**src/design/imhq_pkg.sv**
```systemverilog
package imhq_pkg;

    localparam int CAPACITY     = 1024;
    localparam int VERTEX_COUNT = 1024;
    localparam int KEY_W        = 32;
    localparam int VID_W        = 10;
    localparam int REQ_W        = 2;
    localparam int STAT_W       = 3;
    localparam int CNT_W        = 11;
    localparam int HADDR_W      = $clog2(CAPACITY);
    localparam int SLOT_W       = $clog2(CAPACITY + 1);
    localparam int CHILD_W      = SLOT_W + 1;
    localparam int PM_AW        = $clog2(VERTEX_COUNT);
    localparam int ENTRY_W      = KEY_W + VID_W;

    typedef enum logic [REQ_W-1:0] {
        REQ_INSERT  = 2'd0,
        REQ_EXTRACT = 2'd1,
        REQ_CHANGE  = 2'd2
    } t_req;

    typedef enum logic [STAT_W-1:0] {
        ST_OK      = 3'd0,
        ST_FULL    = 3'd1,
        ST_EMPTY   = 3'd2,
        ST_ABSENT  = 3'd3,
        ST_PRESENT = 3'd4
    } t_status;

    typedef struct packed {
        logic    accept;
        logic    clr;
        logic    start_ins;
        logic    start_chg;
        logic    st_wr;
        t_status st_code;
        logic    ex_root;
        logic    ex_last;
        logic    up_rd;
        logic    up_move;
        logic    dn_rdl;
        logic    dn_rdr;
        logic    dn_move;
        logic    place;
        logic    out_load;
    } t_cmd;

    typedef struct packed {
        logic             clr_done;
        logic             in_range;
        logic             present;
        logic             full;
        logic             empty;
        logic             chg_ok;
        logic             cnt_gt1;
        logic             s_gt1;
        logic             up_less;
        logic             has_child;
        logic             dn_more;
        logic             is_chg;
        logic             out_free;
        logic [REQ_W-1:0] req;
    } t_stat;

endpackage

```
**src/design/imhq_ctrl.sv**
```systemverilog
module imhq_ctrl (
    input  logic            i_clk,
    input  logic            i_rst_n,
    input  logic            i_in_valid,
    output logic            o_in_ready,
    input  imhq_pkg::t_stat i_stat,
    output imhq_pkg::t_cmd  o_cmd
);
    import imhq_pkg::*;

    typedef enum logic [10:0] {
        S_CLEAR   = 11'b00000000001,
        S_IDLE    = 11'b00000000010,
        S_LOOKUP  = 11'b00000000100,
        S_EX_LAST = 11'b00000001000,
        S_UP_RD   = 11'b00000010000,
        S_UP_CMP  = 11'b00000100000,
        S_DN_L    = 11'b00001000000,
        S_DN_R    = 11'b00010000000,
        S_DN_CMP  = 11'b00100000000,
        S_PLACE   = 11'b01000000000,
        S_RESULT  = 11'b10000000000
    } t_state;

    t_state r_state, n_state;

    always_ff @(posedge i_clk) begin
        if (!i_rst_n) begin
            r_state <= S_CLEAR;
        end else begin
            r_state <= n_state;
        end
    end

    assign o_in_ready = r_state == S_IDLE;

    always_comb begin
        n_state = r_state;
        o_cmd   = '0;
        case (r_state)
            S_CLEAR: begin
                o_cmd.clr = 1'b1;
                if (i_stat.clr_done) begin
                    n_state = S_IDLE;
                end
            end
            S_IDLE: begin
                if (i_in_valid) begin
                    o_cmd.accept = 1'b1;
                    n_state      = S_LOOKUP;
                end
            end
            S_LOOKUP: begin
                n_state = S_RESULT;
                case (i_stat.req)
                    REQ_INSERT: begin
                        o_cmd.st_wr = 1'b1;
                        if (!i_stat.in_range) begin
                            o_cmd.st_code = ST_ABSENT;
                        end else if (i_stat.present) begin
                            o_cmd.st_code = ST_PRESENT;
                        end else if (i_stat.full) begin
                            o_cmd.st_code = ST_FULL;
                        end else begin
                            o_cmd.st_code   = ST_OK;
                            o_cmd.start_ins = 1'b1;
                            n_state         = S_UP_RD;
                        end
                    end
                    REQ_EXTRACT: begin
                        if (i_stat.empty) begin
                            o_cmd.st_wr   = 1'b1;
                            o_cmd.st_code = ST_EMPTY;
                        end else begin
                            o_cmd.ex_root = 1'b1;
                            if (i_stat.cnt_gt1) begin
                                n_state = S_EX_LAST;
                            end
                        end
                    end
                    REQ_CHANGE: begin
                        if (!i_stat.chg_ok) begin
                            o_cmd.st_wr   = 1'b1;
                            o_cmd.st_code = ST_ABSENT;
                        end else begin
                            o_cmd.start_chg = 1'b1;
                            n_state         = S_UP_RD;
                        end
                    end
                    default: begin
                        n_state = S_RESULT;
                    end
                endcase
            end
            S_EX_LAST: begin
                o_cmd.ex_last = 1'b1;
                n_state       = S_DN_L;
            end
            S_UP_RD: begin
                if (i_stat.s_gt1) begin
                    o_cmd.up_rd = 1'b1;
                    n_state     = S_UP_CMP;
                end else begin
                    n_state = i_stat.is_chg ? S_DN_L : S_PLACE;
                end
            end
            S_UP_CMP: begin
                if (i_stat.up_less) begin
                    o_cmd.up_move = 1'b1;
                    n_state       = S_UP_RD;
                end else begin
                    n_state = i_stat.is_chg ? S_DN_L : S_PLACE;
                end
            end
            S_DN_L: begin
                if (i_stat.has_child) begin
                    o_cmd.dn_rdl = 1'b1;
                    n_state      = S_DN_R;
                end else begin
                    n_state = S_PLACE;
                end
            end
            S_DN_R: begin
                o_cmd.dn_rdr = 1'b1;
                n_state      = S_DN_CMP;
            end
            S_DN_CMP: begin
                if (i_stat.dn_more) begin
                    o_cmd.dn_move = 1'b1;
                    n_state       = S_DN_L;
                end else begin
                    n_state = S_PLACE;
                end
            end
            S_PLACE: begin
                o_cmd.place = 1'b1;
                n_state     = S_RESULT;
            end
            S_RESULT: begin
                if (i_stat.out_free) begin
                    o_cmd.out_load = 1'b1;
                    n_state        = S_IDLE;
                end
            end
            default: begin
                n_state = S_IDLE;
            end
        endcase
    end

endmodule

```
**config.mk**
```make
export PLATFORM = sky130hd
export DESIGN_NAME = imhq_ctrl
export DESIGN_NICKNAME = d
export VERILOG_FILES = /design/src/design/imhq_pkg.sv /design/src/design/imhq_ctrl.sv
export SDC_FILE = /design/constraint.sdc
export NUM_CORES = 1
export LEC_CHECK = 0
export BUFFER_PORTS_ARGS = -buffer_cell sky130_fd_sc_hd__buf_4
export CAP_MARGIN = 20
export CELL_PAD_IN_SITES_DETAIL_PLACEMENT = 0
export CELL_PAD_IN_SITES_GLOBAL_PLACEMENT = 1
export CORE_MARGIN = 2
export CORE_UTILIZATION = 35
export DETAILED_ROUTE_END_ITERATION = 10
export GPL_ROUTABILITY_DRIVEN = 0
export PLACE_DENSITY = 0.88
export REMOVE_ABC_BUFFERS = 1
export SLEW_MARGIN = 0
export SYNTH_ARGS = -nofsm -noshare
export SYNTH_HDL_FRONTEND = slang
export SYNTH_SLANG_ARGS = --single-unit
export TNS_END_PERCENT = 1
```
**constraint.sdc**
```tcl
create_clock -name i_clk -period 3.35 [get_ports i_clk]
set_clock_uncertainty 0.05 [all_clocks]
set_input_delay 0.5025 -clock i_clk [delete_from_list [all_inputs] [get_ports i_clk]]
set_output_delay 0.5025 -clock i_clk [all_outputs]
set_load 0.02 [all_outputs]
```
-- Word level (Yosys, flattened, before mapping)
Cells that the tools add are included.
- flip-flop bits (word level): 11
- input port bits: 18
- equality and inequality tests: 16
- muxes and demuxes: 47
- reduce and logical (&&, ||, !) cells: 2
- operators by type and width (operator ; number):
    11-bit one-hot mux with 11 select lines ; 1
    11-bit two-way mux ; 9
    10-bit two-way mux ; 5
    11-bit one-hot mux with 3 select lines ; 1
    1-bit two-way mux ; 25
    4-bit one-hot mux with 3 select lines ; 1
    11-bit by 1-bit equality test with 1-bit output, second input constant ; 1
    11-bit by 10-bit equality test with 1-bit output, second input constant ; 1
    11-bit equality test, second input constant ; 1
    11-bit by 2-bit equality test with 1-bit output, second input constant ; 1
    11-bit by 3-bit equality test with 1-bit output, second input constant ; 1
    11-bit by 4-bit equality test with 1-bit output, second input constant ; 1
    11-bit by 5-bit equality test with 1-bit output, second input constant ; 1
    11-bit by 6-bit equality test with 1-bit output, second input constant ; 1
    11-bit by 7-bit equality test with 1-bit output, second input constant ; 1
    11-bit by 8-bit equality test with 1-bit output, second input constant ; 1
    11-bit by 9-bit equality test with 1-bit output, second input constant ; 1
    4-bit two-way mux ; 2
    7-bit two-way mux ; 1
    3-bit two-way mux ; 2
    2-bit != test, second input constant ; 3
    3-bit AND reduction ; 1
    2-bit by 1-bit equality test with 1-bit output, second input constant ; 1
    2-bit equality test, second input constant ; 1
    2-bit logical NOT ; 1

-- Depth between registers and ports, before layout
Gate-level depths: netlist (run 1).
- word-level depth: 5
- depth in mapped cells: 5

-- Worst setup path before layout (run 1)
Ideal clock, no wire load.
- path type: register -> output
- start point: register r_state[4]
- end point: output o_cmd[9] in the netlist's numbering
- arrival time: 1.817 ns
- data required time: 2.797 ns
- slack: 0.980 ns
- cell stages (with the launch flop): 6
- buffers on the path: 1
- path through: dfxtp_1 -> clkbuf_1 -> or4_4 -> nor2_1 -> nand3_1 -> a221oi_1
- RTL lines (what ; RTL line ; RTL):
    start, declared ; imhq_ctrl.sv:25 ; t_state r_state, n_state;
    start signal, assigned ; imhq_ctrl.sv:31 ; r_state <= n_state;
    end, declared ; imhq_ctrl.sv:7 ; output imhq_pkg::t_cmd o_cmd

==> results of run 1 <==
## layout make-up
cell class              instances  area [µm²]
fillers                       244        1260
inverters                       6        22.5
clock buffers                   4        26.3
repair buffers                 35         263
flip-flops and latches         11         220
multi-input cells              96         622
well taps                      30        37.5
## per-stage QoR
stage	cell area (µm²)	std cells	total power [mW]	utilization
6_report	1190	182	0.301	0.485
5_1_grt	1190	182	0.317	0.485
4_1_cts	1190	182	0.304	0.485
3_5_place_dp	1160	178	0.210	0.475
3_3_place_gp	1160	178	0.209	0.475
2_1_floorplan	865	113	0.175	-
## kinds of logic (layout without fill, tap and decap cells)
| logic type | Yosys count | after routing | synth area share |
|---|---|---|---|
| AO/OA/AOI/OAI | 21 | 21 | 0.173 |
| flip-flops | 11 | 11 | 0.245 |
| AND/OR/NAND/NOR | 72 | 72 | 0.490 |
| XOR/XNOR | 3 | 3 | 0.0293 |
| buffers and inverters | 12 | 45 | 0.0627 |
## metal layers
| metal | GRT usage | vias up | share of wire |
|---|---|---|---|
| met5 | 0 | - | 0 |
| met3 | 0.0191 | 7 | 0.056 |
| met4 | 0.108 | 0 | 0.029 |
| li1 | - | 512 | - |
| met1 | 0.251 | 479 | 0.41 |
| met2 | 0.339 | 45 | 0.51 |
## cell usage after synthesis (all sizes together) (2+ instances only)
cell type	count	area (µm²)
or3	3	23.8
or4b	2	20.0
and3	5	31.3
and4b	2	20.0
xor2	3	26.3
o21a	3	22.5
nand2	4	15.0
nor4	6	37.5
nand3	3	15.0
buf	2	18.8
a211oi	2	15.0
clkbuf	4	15.0
nor4b	2	17.5
inv	6	22.5
nor2b	3	18.8
a41oi	2	17.5
nand3b	3	22.5
nor3b	3	22.5
dfxtp	11	220
a221oi	2	17.5
nand2b	2	12.5
o22ai	2	12.5
nor3	4	20.0
or4	2	22.5
nor2	18	67.6
and2	5	31.3
a21oi	4	23.8
## final timing paths
path	end	cells after the start	from	slack, ps
setup / recovery	o_cmd[8]	4	r_state[4]	750
hold / removal	r_state[3]	2	i_stat[1]	410
setup reg to reg	r_state[4]	4	r_state[4]	1470
hold reg to reg	r_state[0]	3	r_state[0]	690
## power by group through the flow
stage | Combinational [mW] | Clock (mW) | Sequential [mW]
after floorplan | 0.0345 | 0 | 0.141
after global placement | 0.0656 | 0 | 0.143
after detailed placement | 0.0667 | 0 | 0.143
after CTS | 0.0668 | 0.0975 | 0.140
after global routing | 0.0732 | 0.103 | 0.141
final | 0.0662 | 0.0947 | 0.140
==> results.toml, run 1 <==
[synth]
synth_warnings = 0
synth_seq_cells = 11
async_flop_share = 0
synth-edff-count = 0
ys_seq_area_frac = 0.245
synth_cell_types = 41
synth_area_per_cell_um2 = 7.55
syn_area_um2 = 898
synth_ff_type = "dfxtp_1"
synthesis.instances = 119

[cts]
clk_path_buf_depth = 2
postCtsSetupBuffers = 0
postCtsHoldBufs = 0
cts.sinks = 11
clock_latency_ps = 270
clockRootBuffer = "clkbuf_4"
cts_tree = "done"
post_cts_resized = 0
clk_pin_slew_worst_paths_ps = 70
cts-htree-levels = 1
cts_buffers = 3

[power_and_ir_drop]
leakagePower_nw = 0.521
power_frac_clock = 0.314
p_int_mw = 0.215
swShare = 0.288
power_density_nw_per_um2 = 253
vdd_drop_max_mv = 0.132
p_seq_frac = 0.466
comb_power_share = 0.220
p_sw_mw = 0.0867

[drt]
dr.pass1.iters = 4
route.detailed.drc = 0
drt_wl_total_um = 2570
ant_nets = 0
avgViaCountPerCell = 5.73
wl_per_cell_um = 14.1
drtIter0Drc = 20
vias = 1043

[global_routing]
grt-ovfl-total = 0
grt_first_pass_wirelength_um = 4380
antenna_found_initial = 0
globalRouteTotalUtil = 0.202
grt_pass1_vias = 1014
grt_max_degree = 12

[cells_and_area]
syn2layout_area_growth_pct = 32.6
regMostFlops = "r_state"
layout_common_cells = "buf_4 (35), nor2_1 (18), dfxtp_1 (11), nor4_1 (6), inv_1 (6)"
num_antenna_cells = 0
nets = 171
final_common_cell = "buf_4"
reg.largest.list = "r_state x11"
layout-drive-gt1-share = 0.309
largest_reg_flops = 11

[floorplan]
rows = 18
io_pins = 36
die_w_um = 54.7
fp.dieH_um = 54.7
initial_core_util = 0.366
dieArea_um2 = 2990
coreArea_um2 = 2450

[timing]
tns_ps = 0
slew_headroom = 0.521
fmax_mhz = 384
finalHoldViolCount = 0
setup_ws_ps = 745
fin_crit_ps = 2600
worstMarginPinSlew_ps = 712
slew_viol_final = 0
setup_viol = 0
whs_ps = 410
fin_crit_sh = 0.778
rsz0062_at_grt = "false"

[placement]
port_buffers = 35
place_worst_setup_slack_ps = 1080
post-dp-hpwl_um = 2030

[worst_setup_path]
critical_path_class = "reg2out"
end_kind = "output pin"
slowest_stage = "nor4_1"
worstSetupStartpointType = "flip-flop"
path_max_fanout = 9
cpMostUsedCell = "nor4_1"
cp.buffers_inverters = 1
cp_top_family = "simple AND/OR/NAND/NOR gates"
slowest_delay_ps = 610
path_cells = "nor4_1 > nand3_1 > nor4_1 > buf_4"
arrival_ps = 2050
cp.required_ps = 2800

[run_status]
status = "complete, no violations"

[run]
maxCapViolations = 0

[hold_path]
hp-class = "in2reg"
No activity file was read; power rests on OpenSTA's default activity.
==> run 2, diff against run 1 <==
Settings changed: CORE_UTILIZATION 35 to 33, PLACE_DENSITY 0.88 to 0.84.
Clock period 3.35 ns to 2.5 ns, I/O delays scaled along.
==> results.toml, run 2 (synthesis results as in run 1) <==
[run_status]
status = "complete, no violations"

[power_and_ir_drop]
leakagePower_nw = 0.538
vdd_drop_max_mv = 0.228
power_density_nw_per_um2 = 328

[global_routing]
antenna_found_initial = 0
grt-ovfl-total = 0
grt_max_degree = 12
grt_pass1_vias = 951
globalRouteTotalUtil = 0.159
grt_first_pass_wirelength_um = 4110

[drt]
drt_wl_total_um = 2470
vias = 1009
wl_per_cell_um = 13.3
drtIter0Drc = 19
ant_nets = 0
avgViaCountPerCell = 5.42
route.detailed.drc = 0
dr.pass1.iters = 4

[placement]
port_buffers = 35
dp.cells = 182
post-dp-hpwl_um = 1980

[run]
maxCapViolations = 0

[worst_setup_path]
cp.required_ps = 2080
arrival_ps = 1960
worstSetupStartpointType = "flip-flop"
end_kind = "output pin"
path_max_fanout = 9
critical_path_class = "reg2out"

[cells_and_area]
reg.largest.list = "r_state x11"
layout_common_cells = "buf_4 (39), nor2_1 (18), dfxtp_1 (11), nor4_1 (6), inv_1 (6)"
largest_reg_flops = 11
layout-drive-gt1-share = 0.333
syn2layout_area_growth_pct = 36.5
regMostFlops = "r_state"
postLayoutCoreUtil = 0.486
num_antenna_cells = 0
nets = 175
final_common_cell = "buf_4"
fin_cells = 186

[timing]
slew_headroom = 0.670
rsz0062_at_grt = "false"
setup_viol = 0
whs_ps = 301
fin_crit_ps = 2380
tns_ps = 0
worstMarginPinSlew_ps = 488
fmax_mhz = 420
fin_crit_sh = 0.953
finalHoldViolCount = 0
slew_viol_final = 0

[hold_path]
hp-class = "in2reg"

[cts]
cts.sinks = 11
cts_tree = "done"
cts-htree-levels = 1
clockRootBuffer = "clkbuf_4"
postCtsHoldBufs = 0
clk_path_buf_depth = 2
clock_latency_ps = 260
clk_pin_slew_worst_paths_ps = 70
cts_buffers = 3

[floorplan]
fp.dieH_um = 56.2
dieArea_um2 = 3160
die_w_um = 56.2
io_pins = 36
coreArea_um2 = 2520
rows = 18
initial_core_util = 0.356
run 2: cell types whose count changed in the layout (fill, tap and decap cells not counted):
| cell | change |
|---|---|
| buf_4 | +4 |
| nand3_2 | +1 |
| nand3_1 | -1 |
run 2: stage by stage:
| step | cell area (µm²) | worst slack (ps) | power, mW |
|---|---|---|---|
| floorplan | 865 | 349 | 0.235 |
| global route | 1230 | 1.30 | 0.422 |
| detailed placement | 1190 | 400 | 0.283 |
| CTS | 1220 | 86.4 | 0.409 |
| finish | 1230 | 117 | 0.403 |
| global placement | 1190 | 428 | 0.282 |
run 2: worst max-delay path, cell delays in order, from the launching register on:
cell      delay [ps]
dfxtp_1          390
or4_4            570
nor2_1           160
nand3_2          130
a221oi_1         240
buf_4            190
run 2: area by class of cell:
type,instances,area (µm²)
Fill cell,266,1300
Multi-Input combinational cell,96,627
Timing Repair Buffer,39,293
Sequential cell,11,220
Tap cell,30,37.5
Clock buffer,4,26.3
Inverter,6,22.5
run 2: worst paths after layout:
| kind | start | to | slack (ps) | depth (start not counted) |
|---|---|---|---|---|
| max | r_state[4] | o_cmd[9] | 120 | 5 |
| min | i_stat[1] | r_state[3] | 300 | 2 |
| max reg2reg | r_state[2] | r_state[4] | 740 | 5 |
| min reg2reg | r_state[7] | r_state[8] | 640 | 3 |
run 2: timing repair:
| item | in CTS | in global routing |
|---|---|---|
| setup endpoints to repair | 0 | 1 |
| resized for setup | 0 | 1 |
| setup buffers | 0 | 0 |
run 2: layer usage:
metal  vias to the layer above  track usage  wire (µm)
met2                        38        0.279       1160
met5                         -            0          0
li1                        517            -          -
met4                         0       0.0714         29
met3                         2       0.0209        145
met1                       452        0.189       1130
run 2: power breakdown:
group / internal, mW / switching, mW / total (mW) / leakage (nW)
Clock: 0.0617 / 0.0619 / 0.124 / 0.0150
Sequential: 0.179 / 0.00878 / 0.188 / 0.0893
Combinational: 0.0491 / 0.0426 / 0.0917 / 0.434
Total: 0.290 / 0.113 / 0.403 / 0.538
==> run 3, diff against run 2 <==
Settings changed: CORE_UTILIZATION 33 to 35, PLACE_DENSITY 0.84 to 0.88.
Clock period 2.5 ns to 2.8 ns, I/O delays scaled along.
==> results.toml, run 3 (synthesis results as in run 1) <==
[timing]
fin_crit_ps = 2480
slew_headroom = 0.753
rsz0062_at_grt = "false"
finalHoldViolCount = 0
tns_ps = 0
worstMarginPinSlew_ps = 366
fmax_mhz = 404
setup_viol = 0
slew_viol_final = 0
fin_crit_sh = 0.884

[cts]
cts_tree = "done"
clockRootBuffer = "clkbuf_4"
postCtsSetupBuffers = 0
cts.sinks = 11
postCtsHoldBufs = 0
post_cts_resized = 0
clk_pin_slew_worst_paths_ps = 70
clk_path_buf_depth = 2
cts-htree-levels = 1
clock_latency_ps = 260
cts_buffers = 3

[drt]
avgViaCountPerCell = 5.57
dr.pass1.iters = 4
vias = 1031
route.detailed.drc = 0
drtIter0Drc = 13
wl_per_cell_um = 13.6
drt_wl_total_um = 2520
ant_nets = 0

[cells_and_area]
syn2layout_area_growth_pct = 35.1
fin_cells = 185
fillCellCount = 239
largest_reg_flops = 11
final_common_cell = "buf_4"
multi_input_area_um2 = 622
regMostFlops = "r_state"
register_area_um2 = 220
reg.largest.list = "r_state x11"
nets = 174
layout-drive-gt1-share = 0.323
layout_common_cells = "buf_4 (38), nor2_1 (18), dfxtp_1 (11), nor4_1 (6), inv_1 (6)"
num_antenna_cells = 0

[power_and_ir_drop]
vdd_drop_max_mv = 0.229
leakagePower_nw = 0.534
power_density_nw_per_um2 = 293

[placement]
dp.cells = 181
port_buffers = 35
post-dp-hpwl_um = 1950

[global_routing]
grt_max_degree = 12
globalRouteTotalUtil = 0.194
grt_first_pass_wirelength_um = 4120
grt-ovfl-total = 0
antenna_found_initial = 0
grt_pass1_vias = 930

[worst_setup_path]
critical_path_class = "reg2out"
r2r-start = "r_state[0]"
cp_top_family = "simple AND/OR/NAND/NOR gates"
path_max_fanout = 9
cp.required_ps = 2330
end_kind = "output pin"
path_cells = "or4_4 > nor2_1 > nand3_1 > a221oi_1 > buf_4"
arrival_ps = 2010
slowest_stage = "or4_4"
slowest_delay_ps = 570
rrSetupSlack_ps = 1050
r2r-end = "r_state[10]"
worstSetupStartpointType = "flip-flop"
rr_worst_depth = 4
cp.buffers_inverters = 1

[run]
maxCapViolations = 0

[hold_path]
hold_depth = 2
holdPathEnd = "r_state[3]"
min_from = "i_stat[1]"
hp-class = "in2reg"

[floorplan]
initial_core_util = 0.366
fp.dieH_um = 54.7
io_pins = 36
die_w_um = 54.7
dieArea_um2 = 2990
coreArea_um2 = 2450
rows = 18

[run_status]
status = "complete, no violations"
run 3: changes by cell type in the layout (fill, tap and decap cells not counted), sizes merged:
cell / previous run / this run
buf: 39 / 38
run 3: layer usage:
layer,part of all wire,GRT usage,vias to the layer above
met2,0.50,0.341,29
met3,0.048,0.0246,2
li1,-,-,520
met4,0.0099,0.0875,0
met5,0,0,-
met1,0.44,0.231,480
run 3: per-stage QoR:
| stage | cell area, µm² | hold WS, ps | setup slack, ps | utilization | total power [mW] |
|---|---|---|---|---|---|
| CTS | 1210 | 331 | 307 | 0.494 | 0.360 |
| detailed placement | 1190 | 615 | 645 | 0.484 | 0.253 |
| floorplan | 865 | 432 | 604 | - | 0.210 |
| global placement | 1190 | 617 | 687 | 0.484 | 0.251 |
| global route | 1210 | 333 | 187 | 0.494 | 0.380 |
| finish | 1210 | 346 | 325 | 0.494 | 0.356 |
run 3: cell type report:
class	instances	share of cell area
multi-input combinational	96	0.512
sequential	11	0.181
clock buffer	4	0.0216
inverter	6	0.0186
tap	30	0.0309
timing repair buffer	38	0.235
run 3: worst max-delay path by stage:
| stage | from | endpoint | slack [ps] | depth (start not counted) |
|---|---|---|---|---|
| floorplan | r_state[4] | o_cmd[9] | 600 | 4 |
| global placement | r_state[4] | o_cmd[9] | 690 | 5 |
| detailed placement | r_state[4] | o_cmd[9] | 640 | 5 |
| CTS | r_state[4] | o_cmd[9] | 310 | 5 |
| global route | r_state[4] | o_cmd[9] | 190 | 5 |
| finish | r_state[4] | o_cmd[9] | 320 | 5 |
run 3: power by group:
| group | switching (mW) | internal [mW] | total, mW |
|---|---|---|---|
| Clock | 0.0509 | 0.0550 | 0.106 |
| Sequential | 0.00801 | 0.160 | 0.168 |
| Combinational | 0.0384 | 0.0437 | 0.0820 |
| Total | 0.0973 | 0.258 | 0.356 |
